[config.mk]
export PLATFORM = sky130hd
export DESIGN_NAME = telnet_receive_negotiator
export DESIGN_NICKNAME = d
export VERILOG_FILES = /design/src/hdl/tnr_pkg.sv /design/src/hdl/tnr_decode.sv /design/src/hdl/telnet_receive_negotiator.sv
export SDC_FILE = /design/constraint.sdc
export NUM_CORES = 1
export LEC_CHECK = 0
export BUFFER_PORTS_ARGS = -buffer_cell sky130_fd_sc_hd__buf_2
export CAP_MARGIN = 0
export CORE_MARGIN = 1.5
export CORE_UTILIZATION = 35
export CTS_CLUSTER_SIZE = 28
export DETAILED_ROUTE_END_ITERATION = 7
export PLACE_DENSITY = 0.49
export REMOVE_ABC_BUFFERS = 1
export SYNTH_ARGS = -nofsm -noshare
export SYNTH_HDL_FRONTEND = slang
export SYNTH_SLANG_ARGS = --single-unit
[constraint.sdc]
create_clock -name clk_i -period 6.5 [get_ports clk_i]
set_input_delay 0.65 -clock clk_i [delete_from_list [all_inputs] [get_ports clk_i]]
set_output_delay 0.65 -clock clk_i [all_outputs]
set_load 0.01 [all_outputs]
[src/hdl/tnr_pkg.sv]
// Types, byte codes and constants of the telnet receive negotiator.
package tnr_pkg;

  localparam int unsigned ECHO_BIT = 3;
  localparam int unsigned RAW_BIT  = 5;
  localparam logic [15:0] ECHO_MASK = 16'(1 << ECHO_BIT);
  localparam logic [15:0] RAW_MASK  = 16'(1 << RAW_BIT);

  localparam int unsigned ADDR_W = 4;
  localparam int unsigned DATA_W = 32;

  localparam logic [7:0] INTR_RST  = 8'd127;
  localparam logic [7:0] ERASE_RST = 8'd35;
  localparam logic [7:0] KILL_RST  = 8'd64;
  localparam logic [15:0] TTY_RST  = 16'd24;

  localparam logic [7:0] B_IAC  = 8'd255;
  localparam logic [7:0] B_DONT = 8'd254;
  localparam logic [7:0] B_DO   = 8'd253;
  localparam logic [7:0] B_WONT = 8'd252;
  localparam logic [7:0] B_WILL = 8'd251;
  localparam logic [7:0] B_SB   = 8'd250;
  localparam logic [7:0] B_EL   = 8'd248;
  localparam logic [7:0] B_EC   = 8'd247;
  localparam logic [7:0] B_AYT  = 8'd246;
  localparam logic [7:0] B_IP   = 8'd244;
  localparam logic [7:0] B_BRK  = 8'd243;
  localparam logic [7:0] B_SE   = 8'd240;
  localparam logic [7:0] B_NUL  = 8'd0;
  localparam logic [7:0] B_LF   = 8'd10;
  localparam logic [7:0] B_CR   = 8'd13;
  localparam logic [7:0] B_BEL  = 8'd7;
  localparam logic [7:0] OPT_BINARY = 8'd0;
  localparam logic [7:0] OPT_ECHO   = 8'd1;

  typedef enum logic [5:0] {
    PH_DATA  = 6'b000001,
    PH_CR    = 6'b000010,
    PH_CMD   = 6'b000100,
    PH_OPT   = 6'b001000,
    PH_SB    = 6'b010000,
    PH_SBIAC = 6'b100000
  } phase_e;

  typedef enum logic [1:0] {
    VERB_WILL = 2'd0,
    VERB_WONT = 2'd1,
    VERB_DO   = 2'd2,
    VERB_DONT = 2'd3
  } verb_e;

  typedef enum logic [1:0] {
    REG_INTR  = 2'd0,
    REG_ERASE = 2'd1,
    REG_KILL  = 2'd2,
    REG_TTY   = 2'd3
  } reg_idx_e;

  typedef struct packed {
    logic [7:0] rx_byte;
    logic       discard_data;
  } in_word_t;

  typedef struct packed {
    logic       out_dest;
    logic [7:0] out_byte;
    logic [15:0] mode_flags;
    logic       last;
  } out_word_t;

  typedef struct packed {
    phase_e      phase;
    verb_e       verb;
    logic        echo_answered;
    logic        login_echo;
    logic        binary_in;
    logic        binary_out;
    logic [15:0] tty_flags;
    logic [15:0] saved_flags;
  } st_t;

  typedef struct packed {
    logic [7:0] intr_char;
    logic [7:0] erase_char;
    logic [7:0] kill_char;
  } cfg_t;

  typedef struct packed {
    logic [1:0]      cnt;
    logic [2:0]      dests;
    logic [2:0][7:0] bytes;
    logic [15:0]     flags;
  } grp_t;

endpackage

[src/hdl/tnr_decode.sv]
// Per-byte parser: next parse state and the group of result words for one byte.
module tnr_decode (
  input  tnr_pkg::st_t     st_i,
  input  tnr_pkg::in_word_t word_i,
  input  tnr_pkg::cfg_t    cfg_i,
  output tnr_pkg::st_t     st_o,
  output tnr_pkg::grp_t    grp_o
);
  import tnr_pkg::*;

  st_t        n;
  grp_t       g;
  logic [7:0] c;
  logic [7:0] reply;
  logic       data_go;
  logic       neg_go;
  logic       silent;
  logic       enter;
  logic       leave;

  assign c = word_i.rx_byte;

  always_comb begin
    n       = st_i;
    g       = '0;
    data_go = 1'b0;
    neg_go  = 1'b0;
    silent  = 1'b0;
    enter   = 1'b0;
    leave   = 1'b0;
    reply   = B_WONT;

    unique case (st_i.phase)
      PH_CR: begin
        if (c == B_NUL || c == B_LF) begin
          n.phase = PH_DATA;
        end else if (c == B_IAC) begin
          n.phase = PH_CMD;
        end else begin
          data_go = 1'b1;
        end
      end
      PH_CMD: begin
        n.phase = PH_DATA;
        case (c) inside
          B_BRK, B_IP: begin
            g.cnt      = 2'd1;
            g.bytes[0] = (|(st_i.tty_flags & RAW_MASK)) ? B_NUL : cfg_i.intr_char;
          end
          B_AYT: begin
            g.cnt      = 2'd1;
            g.dests[0] = 1'b1;
            g.bytes[0] = B_BEL;
          end
          B_EC: begin
            g.cnt      = 2'd1;
            g.bytes[0] = cfg_i.erase_char;
          end
          B_EL: begin
            g.cnt      = 2'd1;
            g.bytes[0] = cfg_i.kill_char;
          end
          B_SB: n.phase = PH_SB;
          B_WILL, B_WONT, B_DO, B_DONT: begin
            n.verb  = verb_e'(2'(c - B_WILL));
            n.phase = PH_OPT;
          end
          B_IAC: begin
            g.cnt      = 2'd1;
            g.bytes[0] = B_IAC;
          end
          default: ;
        endcase
      end
      PH_OPT: begin
        n.phase = PH_DATA;
        neg_go  = 1'b1;
      end
      PH_SB: begin
        if (c == B_IAC) begin
          n.phase = PH_SBIAC;
        end
      end
      PH_SBIAC: begin
        n.phase = (c == B_SE) ? PH_DATA : PH_SB;
      end
      default: begin
        if (c == B_IAC) begin
          n.phase = PH_CMD;
        end else begin
          data_go = 1'b1;
        end
      end
    endcase

    if (data_go) begin
      if (word_i.discard_data) begin
        n.phase = PH_DATA;
      end else begin
        g.cnt      = 2'd1;
        g.bytes[0] = c;
        n.phase    = (!st_i.binary_out && c == B_CR) ? PH_CR : PH_DATA;
      end
    end

    if (neg_go) begin
      reply = (st_i.verb == VERB_WILL || st_i.verb == VERB_WONT) ? B_DONT : B_WONT;
      if (c == OPT_ECHO && (st_i.verb == VERB_DO || st_i.verb == VERB_DONT)) begin
        if (st_i.verb == VERB_DO) begin
          if (!st_i.login_echo) begin
            n.tty_flags = st_i.tty_flags | ECHO_MASK;
          end
          reply = B_WILL;
        end else begin
          n.tty_flags = st_i.tty_flags & ~ECHO_MASK;
          reply       = B_WONT;
        end
        n.login_echo = 1'b0;
        if (!st_i.echo_answered) begin
          n.echo_answered = 1'b1;
          silent          = 1'b1;
        end
      end else if (c == OPT_BINARY) begin
        case (st_i.verb)
          VERB_DO: begin
            enter       = 1'b1;
            n.binary_in = 1'b1;
            reply       = B_WILL;
          end
          VERB_WILL: begin
            enter        = 1'b1;
            n.binary_out = 1'b1;
            reply        = B_DO;
          end
          VERB_DONT: begin
            leave       = st_i.binary_in && !st_i.binary_out;
            n.binary_in = 1'b0;
            reply       = B_WONT;
          end
          default: begin
            leave        = st_i.binary_out && !st_i.binary_in;
            n.binary_out = 1'b0;
            reply        = B_DONT;
          end
        endcase
        if (enter && !st_i.binary_in && !st_i.binary_out) begin
          n.saved_flags = st_i.tty_flags & ~ECHO_MASK;
          n.tty_flags   = (st_i.tty_flags & ECHO_MASK) | RAW_MASK;
        end
        if (leave) begin
          n.tty_flags = (st_i.tty_flags & ECHO_MASK) | (st_i.saved_flags & ~RAW_MASK);
        end
      end
      if (!silent) begin
        g.cnt      = 2'd3;
        g.dests    = 3'b111;
        g.bytes[0] = B_IAC;
        g.bytes[1] = reply;
        g.bytes[2] = c;
      end
    end

    g.flags = n.tty_flags;
  end

  assign st_o  = n;
  assign grp_o = g;

endmodule

[src/hdl/telnet_receive_negotiator.sv]
// Top level of the telnet receive negotiator: state, config registers, result queue.
//
//  channel   direction  handshake                word
//  in        sink       in_valid_i / in_stall_o  in_word_i   (rx_byte, discard_data)
//  out       source     out_valid_o / out_stall_i out_word_o (dest, byte, flags, last)
//  config    APB slave  psel/penable/pready      pwdata/prdata, 4 word-spaced regs
//
// A byte is parsed in the cycle it is accepted; its result group is registered in the queue.
// Output runs one word per cycle while out_stall_i is low: a negotiation reply is 3 words, other results 1.
// A two-group result queue lets a new byte enter while results still wait.
// in_stall_o rises only when both queue slots hold undelivered groups.
// Reset clears parse state and queue at once; no clearing pass is needed.
module telnet_receive_negotiator (
  input  logic                               clk_i,
  input  logic                               rst_ni,
  input  logic                               in_valid_i,
  output logic                               in_stall_o,
  input  tnr_pkg::in_word_t                  in_word_i,
  output logic                               out_valid_o,
  input  logic                               out_stall_i,
  output tnr_pkg::out_word_t                 out_word_o,
  input  logic                               psel,
  input  logic                               penable,
  input  logic                               pwrite,
  input  logic [tnr_pkg::ADDR_W-1:0]         paddr,
  input  logic [tnr_pkg::DATA_W-1:0]         pwdata,
  output logic [tnr_pkg::DATA_W-1:0]         prdata,
  output logic                               pready
);
  import tnr_pkg::*;

  cfg_t        cfg_q;
  logic [15:0] init_tty_q;
  st_t         st_q;
  st_t         st_d;
  grp_t        grp;
  grp_t        q_grp_q [2];
  logic [1:0]  q_vld_q;
  logic [1:0]  q_vld_d;
  logic        wr_ptr_q;
  logic        rd_ptr_q;
  logic [1:0]  idx_q;
  grp_t        head;
  logic        in_acc;
  logic        out_acc;
  logic        push;
  logic        pop;
  logic        cfg_wr;
  reg_idx_e    reg_sel;

  assign pready  = 1'b1;
  assign cfg_wr  = psel && penable && pwrite && pready;
  assign reg_sel = reg_idx_e'(paddr[3:2]);

  always_comb begin
    prdata = '0;
    unique case (reg_sel)
      REG_INTR:  prdata = DATA_W'(cfg_q.intr_char);
      REG_ERASE: prdata = DATA_W'(cfg_q.erase_char);
      REG_KILL:  prdata = DATA_W'(cfg_q.kill_char);
      REG_TTY:   prdata = DATA_W'(init_tty_q);
      default:   prdata = '0;
    endcase
  end

  tnr_decode u_decode (
    .st_i   (st_q),
    .word_i (in_word_i),
    .cfg_i  (cfg_q),
    .st_o   (st_d),
    .grp_o  (grp)
  );

  assign in_stall_o  = q_vld_q[wr_ptr_q];
  assign in_acc      = in_valid_i && !in_stall_o;
  assign push        = in_acc && (grp.cnt != 2'd0);
  assign head        = q_grp_q[rd_ptr_q];
  assign out_valid_o = q_vld_q[rd_ptr_q];
  assign out_acc     = out_valid_o && !out_stall_i;
  assign pop         = out_acc && out_word_o.last;

  assign out_word_o.out_dest   = head.dests[idx_q];
  assign out_word_o.out_byte   = head.bytes[idx_q];
  assign out_word_o.mode_flags = head.flags;
  assign out_word_o.last       = (idx_q == head.cnt - 2'd1);

  always_comb begin
    q_vld_d = q_vld_q;
    if (push) begin
      q_vld_d[wr_ptr_q] = 1'b1;
    end
    if (pop) begin
      q_vld_d[rd_ptr_q] = 1'b0;
    end
  end

  always_ff @(posedge clk_i or negedge rst_ni) begin
    if (!rst_ni) begin
      cfg_q.intr_char  <= INTR_RST;
      cfg_q.erase_char <= ERASE_RST;
      cfg_q.kill_char  <= KILL_RST;
      init_tty_q       <= TTY_RST;
    end else if (cfg_wr) begin
      unique case (reg_sel)
        REG_INTR:  cfg_q.intr_char  <= pwdata[7:0];
        REG_ERASE: cfg_q.erase_char <= pwdata[7:0];
        REG_KILL:  cfg_q.kill_char  <= pwdata[7:0];
        REG_TTY:   init_tty_q       <= pwdata[15:0];
        default: ;
      endcase
    end
  end

  always_ff @(posedge clk_i or negedge rst_ni) begin
    if (!rst_ni) begin
      st_q.phase         <= PH_DATA;
      st_q.verb          <= VERB_WILL;
      st_q.echo_answered <= 1'b0;
      st_q.login_echo    <= 1'b1;
      st_q.binary_in     <= 1'b0;
      st_q.binary_out    <= 1'b0;
      st_q.tty_flags     <= TTY_RST;
      st_q.saved_flags   <= '0;
    end else if (cfg_wr && reg_sel == REG_TTY) begin
      st_q.tty_flags <= pwdata[15:0];
    end else if (in_acc) begin
      st_q <= st_d;
    end
  end

  always_ff @(posedge clk_i or negedge rst_ni) begin
    if (!rst_ni) begin
      q_vld_q  <= '0;
      wr_ptr_q <= 1'b0;
      rd_ptr_q <= 1'b0;
      idx_q    <= '0;
    end else begin
      q_vld_q <= q_vld_d;
      if (push) begin
        wr_ptr_q <= ~wr_ptr_q;
      end
      if (pop) begin
        rd_ptr_q <= ~rd_ptr_q;
        idx_q    <= '0;
      end else if (out_acc) begin
        idx_q <= idx_q + 2'd1;
      end
    end
  end

  always_ff @(posedge clk_i) begin
    if (push) begin
      q_grp_q[wr_ptr_q] <= grp;
    end
  end

endmodule

==> results of run 1 <==
[synthesized netlist by cell type, types with 3 or more instances]
master    instances  area share [%]
a22oi_1           3            0.28
dfstp_2          17             5.6
edfxtp_1         76              28
mux2_2           62             8.7
inv_1            19            0.89
nor3_1            9            0.56
buf_1             3            0.14
a21oi_1          34             2.1
nand3_1           5            0.31
buf_4            19             1.8
mux2_1           10             1.4
and3_1           10            0.78
clkbuf_1         22             1.0
a21oi_2           3            0.33
nand2_1          33             1.5
buf_2             4            0.25
mux2i_1          10             1.2
xnor2_1           3            0.33
or4_4             3            0.42
or2_2             4            0.31
a22o_1           30             3.3
o21ai_1           6            0.37
a31oi_1           5            0.39
ha_1             10             1.6
nor2_1           32             1.5
dfrtp_1          71              22
o21ai_0          34             2.1
and2_1            6            0.47
mux4_2           16             4.5
nor2b_1           3            0.23
a21o_1           18             1.7
or3_1             6            0.47
nor4_1            4            0.31
nand2b_1          8            0.62
nand4b_1          3            0.33
[flip-flops by register name (all words and copies together), names as in the netlist]
name,flops
st_q,42
init_tty_q,16
cfg_q,24
rd_ptr_q,1
q_grp_q,76
q_vld_q,2
wr_ptr_q,1
idx_q,2
[power groups by stage]
stage	logic, mW	clock network (mW)	registers (mW)
2_1_floorplan	0.538	0	1.41
3_3_place_gp	0.788	0	1.47
3_5_place_dp	0.801	0	1.48
4_1_cts	0.806	1.04	1.46
5_1_grt	0.870	1.08	1.49
6_report	0.789	1.01	1.45
[worst paths after layout]
check                               from        endpoint  slack, ns  depth (start not counted)
min in group clk_i              st_q[34]        st_q[34]       0.46                          1
worst min register to register  st_q[34]        st_q[34]       0.46                          1
worst max-delay path            rd_ptr_q   out_word_o[0]       3.24                          4
worst max register to register  st_q[43]   q_grp_q[1][0]       3.52                          7
worst min-delay path              rst_ni  init_tty_q[13]       0.19                          1
max in group asynchronous         rst_ni        rd_ptr_q       5.22                          2
[kinds of logic after synthesis]
logic type / synth area share, %
flops: 56.0
simple gates: 9.38
fa+ha+maj: 1.55
buf+inv: 4.40
xor+xnor: 0.327
mux: 15.8
compound gates: 12.5
other cells: 0.0933
[metal layers]
metal  track usage, %  vias up  part of all wire [%]
li1                 -     2496                     -
met1             22.6     2635                    46
met2             27.0      113                    49
met3             3.53       10                   4.3
met4             4.85        0                  0.93
met5                0        -                     0
[placed cells by master (no fill, tap or decap), types with 18 or more instances in the layout]
master,n
mux2_2,62
nand2_1,33
a21o_1,18
nor2_1,29
buf_2,76
inv_1,19
a22o_1,30
a21oi_1,34
o21ai_0,34
dfrtp_1,70
edfxtp_1,76
[final cells by class]
type                    count  area share [%]
clock buffers              17            4.60
clock inverters            15            1.81
inverters                  20           0.811
multi-input cells         418            35.2
flip-flops and latches    164            48.7
well taps                 285            3.85
repair buffers             87            5.00
[worst max-delay path: stages (launching register included)]
cell     delay (ns)
dfrtp_2        1.04
mux2i_1        0.37
xnor2_1        0.18
mux2i_1        0.38
buf_2          0.20
[stage by stage]
step	power [mW]	util, %
2_1_floorplan	1.95	-
3_3_place_gp	2.26	38.4
3_5_place_dp	2.29	38.4
4_1_cts	3.31	41.0
5_1_grt	3.44	41.0
6_report	3.26	41.0
==> flow_metrics.env, run 1 <==
export IMPL_antenna_found_initial=0
export IMPL_drt_iter0_markers=317
export IMPL_grt_max_degree=48
export IMPL_cts_setup_buffers=0
export IMPL_pre_cts_ws_ns=3.05
export IMPL_post_cts_resized=0
export IMPL_gp_congestion=0.811
export IMPL_syn_area_sq_um=8050
export IMPL_drc_errors=0
export IMPL_tightest_slew_ns=1.04
export IMPL_dp_cells=974
export IMPL_ir_drop_mv=0.151
export IMPL_cp_start_kind="register"
export IMPL_cts_sinks=164
export IMPL_ios=113
export IMPL_critical_path_class="register to primary output"
export IMPL_clock_path_buffers=2
export IMPL_power_frac_comb_pct=24.2
export IMPL_grtUsageTotal_pct=16.7
export IMPL_stdcell_area_sq_um=9260
export IMPL_portBuffers=77
export IMPL_avgSynthCellArea_sq_um=12.6
export IMPL_yosys_cell_types_count=63
export IMPL_fill_cells=2153
export IMPL_place_area_sq_um=8660
export IMPL_skew_ns=0.0233
export IMPL_power_frac_seq_pct=44.7
export IMPL_initial_utilization_pct=35.7
export IMPL_slew_violations=0
export IMPL_die_w_um=155
export IMPL_totalWireLength_um=19100
export IMPL_maxCapViolCount=0
export IMPL_cts_root_buffer="clkbuf_16"
export IMPL_p_sw_mw=0.997
export IMPL_setup_tns_final_ns=0
export IMPL_overflow=0
export IMPL_tritoncts="done"
export IMPL_diodes=0
export IMPL_swShare_pct=30.6
export IMPL_pwr_share_clk_pct=31.1
export IMPL_seq_area_sq_um=4510
export IMPL_synth_seq_area_share_pct=56.0
export IMPL_synth_edf_count=76
export IMPL_fp_row_count=55
export IMPL_ys_ff_latch=164
export IMPL_clk_pin_slew_ns=0.07
export IMPL_die_area_sq_um=23900
export IMPL_cts_buffers=17
export IMPL_drive_gt1_share_pct=32.5
export IMPL_finalHoldViolCount=0
export IMPL_antenna_left=0
export IMPL_area_growth_syn_to_layout_pct=15.0
export IMPL_drtPass1Iterations=4
export IMPL_grt_pass1_wl_um=30400
export IMPL_ys_warn_count=0
export IMPL_fin_crit_ns=3.26
export IMPL_fin_crit_sh_pct=50.2
export IMPL_rsz0062_at_grt="false"
export IMPL_cellLeakagePower_nw=3.87
export IMPL_crit_fanout=34
export IMPL_grt_pass1_vias=5456
export IMPL_wire_per_inst_um=19.0
export IMPL_num_vias=5254
export IMPL_setup_viol=0
export IMPL_setup_slack_ns=3.24
export IMPL_core_sq_um=22600
export IMPL_die_y_um=155
export IMPL_final_cells=1006
export IMPL_multiInputGateArea_sq_um=3260
export IMPL_cp_arrival_ns=2.61
export IMPL_whs_ns=0.186
export IMPL_hold_path_class="input port to asynchronous set/reset pin"
export IMPL_crit_path_end_kind="primary output"
export IMPL_viasPerCell=5.22
export IMPL_holdBufCountCts=0
export IMPL_crit_required_ns=5.85
export IMPL_relSlewSlack_pct=30.9
export IMPL_power_density_nw_per_um2=352
export IMPL_hpwl_um=13000
export IMPL_synthArstFlopShare_pct=53.7
export IMPL_clk_latency_ns=0.44
export IMPL_clock_fmax_mhz=307
export IMPL_status="complete, no violations"
export IMPL_postSynthCellCount=637
export IMPL_p_int_mw=2.26
export IMPL_nets=770
export IMPL_htree_levels=4
export IMPL_ys_flop_type="edfxtp_1"
(Power assumes the default switching activity.)
==> run 2: changes to the inputs <==
==> constraint.sdc (replaced) <==
create_clock -name clk_i -period 3.3 [get_ports clk_i]
set_input_delay 0.33 -clock clk_i [delete_from_list [all_inputs] [get_ports clk_i]]
set_output_delay 0.33 -clock clk_i [all_outputs]
set_load 0.01 [all_outputs]
==> flow_metrics.env, run 2 (synthesized netlist as in run 1, its figures left out) <==
export IMPL_status="complete, no violations"
export IMPL_place_area_sq_um=8740
export IMPL_cts_setup_buffers=0
export IMPL_ff2ff_setup_slack_ns=0.57
export IMPL_final_cell_mix="buf_2, edfxtp_1, dfrtp_1, mux2_2"
export IMPL_hpwl_um=13400
export IMPL_reg2reg_depth=7
export IMPL_cts_sinks=164
export IMPL_min_delay_path_depth=2
export IMPL_path_delay_family="simple AND/OR/NAND/NOR gates"
export IMPL_ir_drop_mv=0.334
export IMPL_grt_max_degree=39
export IMPL_rsz0062_at_grt="false"
export IMPL_drt_iter0_markers=330
export IMPL_gp_congestion=0.806
export IMPL_stdcell_area_sq_um=9360
export IMPL_clock_path_buffers=2
export IMPL_top_regs="q_grp_q: 76 flops, st_q: 42 flops, cfg_q: 24 flops"
export IMPL_relSlewSlack_pct=50.3
export IMPL_crit_fanout=38
export IMPL_num_vias=5356
export IMPL_fin_crit_sh_pct=82.7
export IMPL_pre_cts_ws_ns=0.381
export IMPL_initial_utilization_pct=35.7
export IMPL_cts_buffers=17
export IMPL_largest_reg_flops=76
export IMPL_hold_path_class="input port to register"
export IMPL_fill_cells=2151
export IMPL_viasPerCell=5.29
export IMPL_clock_fmax_mhz=366
export IMPL_cp_arrival_ns=2.84
export IMPL_cts_root_buffer="clkbuf_16"
export IMPL_die_y_um=155
export IMPL_antenna_found_initial=0
export IMPL_ios=113
export IMPL_worst_path_stages=7
export IMPL_top_register="q_grp_q"
export IMPL_nets=776
export IMPL_grtUsageTotal_pct=16.9
export IMPL_fp_row_count=55
export IMPL_final_cells=1012
export IMPL_tightest_slew_ns=0.744
export IMPL_skew_ns=0.00760
export IMPL_crit_slowest_cell="or4_4"
export IMPL_path_cells="or4_4 > or2_2 > a211o_1 > o211ai_4 > nand2_2 > nor2_4 > buf_12"
export IMPL_clk_pin_slew_ns=0.07
export IMPL_maxCapViolCount=0
export IMPL_area_growth_syn_to_layout_pct=16.3
export IMPL_crit_reg2reg_launch="st_q[43]"
export IMPL_fin_crit_ns=2.73
export IMPL_cp_start_kind="register"
export IMPL_setup_slack_ns=0.570
export IMPL_tritoncts="done"
export IMPL_diodes=0
export IMPL_cp_buffers_inverters=1
export IMPL_setup_viol=0
export IMPL_totalWireLength_um=19400
export IMPL_drtPass1Iterations=5
export IMPL_die_w_um=155
export IMPL_core_sq_um=22600
export IMPL_max_stage_delay_ns=0.54
export IMPL_antenna_left=0
export IMPL_startpoint="st_q[43]"
export IMPL_cellLeakagePower_nw=3.92
export IMPL_wire_per_inst_um=19.1
export IMPL_drc_errors=0
export IMPL_overflow=0
export IMPL_clk_latency_ns=0.43
export IMPL_portBuffers=77
export IMPL_critical_path_class="register to register"
export IMPL_finalHoldViolCount=0
export IMPL_power_density_nw_per_um2=693
export IMPL_final_core_util_pct=41.5
export IMPL_rr_endpoint="q_grp_q[0][42]"
export IMPL_endpoint="q_grp_q[0][42]"
export IMPL_grt_pass1_vias=5472
export IMPL_drive_gt1_share_pct=32.9
export IMPL_grt_pass1_wl_um=30800
export IMPL_dp_cells=979
export IMPL_crit_required_ns=3.41
export IMPL_slew_violations=0
export IMPL_htree_levels=4
export IMPL_crit_path_end_kind="register"
export IMPL_die_area_sq_um=23900
export IMPL_setup_tns_final_ns=0
run 2: changes by cell type in the layout (fill, tap and decap cells not counted), sizes merged:
cell / previous run / this run
clkinvlp: 3 / 2
clkinv: 3 / 2
clkbuf: 17 / 19
dlygate4sd3: 0 / 1
buf: 87 / 92
run 2: repair_timing:
| action | 4_1_cts | 5_1_grt |
|---|---|---|
| hold buffers | 1 | 0 |
| endpoints found under the hold margin | 30 | 0 |
| resized for setup | 0 | 0 |
run 2: report_power, final:
group | switching (mW) | internal (mW) | leakage (nW)
sequential | 0.300 | 2.53 | 1.80
clock | 0.854 | 1.18 | 0.293
combinational | 0.817 | 0.803 | 1.83
total | 1.97 | 4.52 | 3.92
run 2: worst min-delay path by stage:
| stage | start | endpoint | slack [ns] |
|---|---|---|---|
| floorplan | rst_ni | cfg_q[0] | 0.03 |
| global placement | rst_ni | init_tty_q[15] | 0.31 |
| detailed placement | rst_ni | init_tty_q[10] | 0.32 |
| CTS | pwdata[10] | init_tty_q[10] | 0.13 |
| global route | pwdata[12] | init_tty_q[12] | 0.15 |
| finish | pwdata[10] | init_tty_q[10] | 0.15 |
run 2: per-stage QoR:
stage	hold WS (ns)	total power, mW
6_report	0.155	6.49
5_1_grt	0.146	6.84
4_1_cts	0.134	6.57
3_5_place_dp	0.320	4.52
3_3_place_gp	0.314	4.47
2_1_floorplan	0.0344	3.84
run 2: metal layers:
metal	part of all wire [%]	global-route usage, %	wire [um]	up-vias
li1	-	-	-	2504
met1	46	22.6	8880	2717
met2	49	28.1	9530	114
met3	3.4	3.11	662	21
met4	1.6	4.99	304	0
met5	0	0	0	-
run 2: final cells by class:
class | count | area (sq um) | area share (%)
Multi-Input combinational cell | 418 | 3260 | 34.9
Clock inverter | 13 | 156 | 1.67
Timing Repair Buffer | 93 | 548 | 5.86
Tap cell | 285 | 357 | 3.81
Sequential cell | 164 | 4510 | 48.2
Inverter | 20 | 75.1 | 0.802
Clock buffer | 19 | 454 | 4.85
==> run 3: changes to the inputs <==
--- a/config.mk
+++ b/config.mk
@@ -11,7 +11,7 @@
 export CORE_UTILIZATION = 35
 export CTS_CLUSTER_SIZE = 28
 export DETAILED_ROUTE_END_ITERATION = 7
-export PLACE_DENSITY = 0.49
+export PLACE_DENSITY = 0.51
 export REMOVE_ABC_BUFFERS = 1
 export SYNTH_ARGS = -nofsm -noshare
 export SYNTH_HDL_FRONTEND = slang
==> constraint.sdc (replaced) <==
create_clock -name clk_i -period 2.46 [get_ports clk_i]
set_input_delay 0.246 -clock clk_i [delete_from_list [all_inputs] [get_ports clk_i]]
set_output_delay 0.246 -clock clk_i [all_outputs]
set_load 0.01 [all_outputs]
==> flow_metrics.env, run 3 (synthesized netlist as in run 1, its figures left out) <==
export IMPL_diodes=0
export IMPL_min_delay_path_depth=2
export IMPL_overflow=0
export IMPL_top_register="q_grp_q"
export IMPL_wire_per_inst_um=19.0
export IMPL_cellLeakagePower_nw=4.29
export IMPL_fin_crit_sh_pct=98.9
export IMPL_critical_path_class="register to register"
export IMPL_crit_fanout=22
export IMPL_clock_path_buffers=2
export IMPL_cts_sinks=164
export IMPL_reg2reg_depth=8
export IMPL_setup_slack_ns=0.0272
export IMPL_grt_pass1_vias=5789
export IMPL_seq_area_sq_um=4510
export IMPL_nets=839
export IMPL_status="complete, no violations"
export IMPL_tightest_slew_ns=0.633
export IMPL_grt_max_degree=46
export IMPL_place_area_sq_um=9140
export IMPL_power_density_nw_per_um2=888
export IMPL_drtPass1Iterations=4
export IMPL_maxCapViolCount=0
export IMPL_fill_cells=2073
export IMPL_gp_congestion=0.900
export IMPL_cp_start_kind="register"
export IMPL_swShare_pct=30.8
export IMPL_multiInputGateArea_sq_um=3300
export IMPL_hpwl_um=14400
export IMPL_drive_gt1_share_pct=39.5
export IMPL_top_regs="q_grp_q: 76 flops, st_q: 42 flops, cfg_q: 24 flops"
export IMPL_grtUsageTotal_pct=17.6
export IMPL_largest_reg_flops=76
export IMPL_clk_latency_ns=0.42
export IMPL_grt_pass1_wl_um=32100
export IMPL_cp_arrival_ns=2.56
export IMPL_num_vias=5616
export IMPL_pre_cts_ws_ns=-0.0308
export IMPL_totalWireLength_um=20400
export IMPL_die_area_sq_um=23900
export IMPL_htree_levels=4
export IMPL_power_frac_comb_pct=28.1
export IMPL_initial_utilization_pct=35.7
export IMPL_cts_root_buffer="clkbuf_16"
export IMPL_power_frac_seq_pct=42.2
export IMPL_setup_tns_final_ns=0
export IMPL_hold_path_class="input port to register"
export IMPL_final_cells=1075
export IMPL_core_sq_um=22600
export IMPL_fin_crit_ns=2.43
export IMPL_cts_buffers=17
export IMPL_crit_required_ns=2.59
export IMPL_p_sw_mw=2.74
export IMPL_rsz0062_at_grt="true"
export IMPL_final_cell_mix="buf_2, edfxtp_1, dfrtp_1, mux2_2, buf_4"
export IMPL_stdcell_area_sq_um=10000
export IMPL_die_w_um=155
export IMPL_slew_violations=0
export IMPL_pwr_share_clk_pct=29.7
export IMPL_p_int_mw=6.15
export IMPL_crit_path_end_kind="register"
export IMPL_clk_pin_slew_ns=0.07
export IMPL_setup_viol=0
export IMPL_viasPerCell=5.22
export IMPL_area_growth_syn_to_layout_pct=24.4
export IMPL_drt_iter0_markers=309
export IMPL_clock_fmax_mhz=411
export IMPL_p_total_mw=8.89
export IMPL_drc_errors=0
export IMPL_skew_ns=0.0123
export IMPL_tritoncts="done"
export IMPL_relSlewSlack_pct=57.8
export IMPL_dp_cells=1024
export IMPL_finalHoldViolCount=0
export IMPL_fp_row_count=55
export IMPL_ios=113
export IMPL_portBuffers=77
export IMPL_ir_drop_mv=0.400
export IMPL_antenna_left=0
export IMPL_antenna_found_initial=1
export IMPL_die_y_um=155
-- run 3: area by class of cell --
| type | count | share of cell area [%] |
|---|---|---|
| Sequential cell | 164 | 45.1 |
| Multi-Input combinational cell | 418 | 33.0 |
| Timing Repair Buffer | 156 | 11.8 |
| Clock buffer | 18 | 4.50 |
| Tap cell | 285 | 3.56 |
| Clock inverter | 14 | 1.37 |
| Inverter | 20 | 0.750 |
-- run 3: path summary, 6_finish.rpt --
check                           start  slack [ns]             end
max                          st_q[39]        0.03  q_grp_q[1][13]
min                        pwdata[13]        0.08  init_tty_q[13]
max reg2reg                  st_q[39]        0.03  q_grp_q[1][13]
min reg2reg                  st_q[34]        0.46        st_q[34]
max in group asynchronous      rst_ni        1.39        st_q[10]
min in group asynchronous      rst_ni        0.37  init_tty_q[14]
-- run 3: metrics by stage --
stage | hold WS, ns | utilization (%)
global route | 0.0587 | 44.4
global placement | 0.284 | 40.5
finish | 0.0816 | 44.4
detailed placement | 0.293 | 40.5
CTS | 0.0645 | 43.9
floorplan | -0.0496 | -
-- run 3: timing repair --
item / CTS / global route
hold buffers: 1 / 0
endpoints found under the setup margin: 23 / 82
resized for setup: 9 / 11
setup buffers: 9 / 7
cloned: 2 / 2
pin swaps: 2 / 4
hold endpoints to repair: 35 / 0
-- run 3: critical path: stages, from the launching register on --
cell and delay (ns):
dfrtp_1 0.40, or4_4 0.53, or2_4 0.27, a211o_1 0.26, o211ai_4 0.12, nand2_4 0.10
buf_6 0.12, nor2_4 0.13, buf_12 0.20
-- run 3: power by group through the flow --
stage	registers [mW]	clock network [mW]	logic, mW
6_report	3.76	2.64	2.50
5_1_grt	3.82	2.81	2.72
4_1_cts	3.75	2.70	2.51
3_5_place_dp	3.80	0	2.42
3_3_place_gp	3.77	0	2.38
2_1_floorplan	3.74	0	1.42
-- run 3: metal layers --
layer | global-route usage (%) | share of wire [%] | vias to the layer above | wire [um]
li1 | - | - | 2640 | -
met1 | 23.1 | 45 | 2841 | 9240
met2 | 30.1 | 50 | 115 | 10100
met3 | 3.28 | 3.9 | 18 | 794
met4 | 4.81 | 1.1 | 2 | 232
met5 | 0 | 0.034 | - | 7
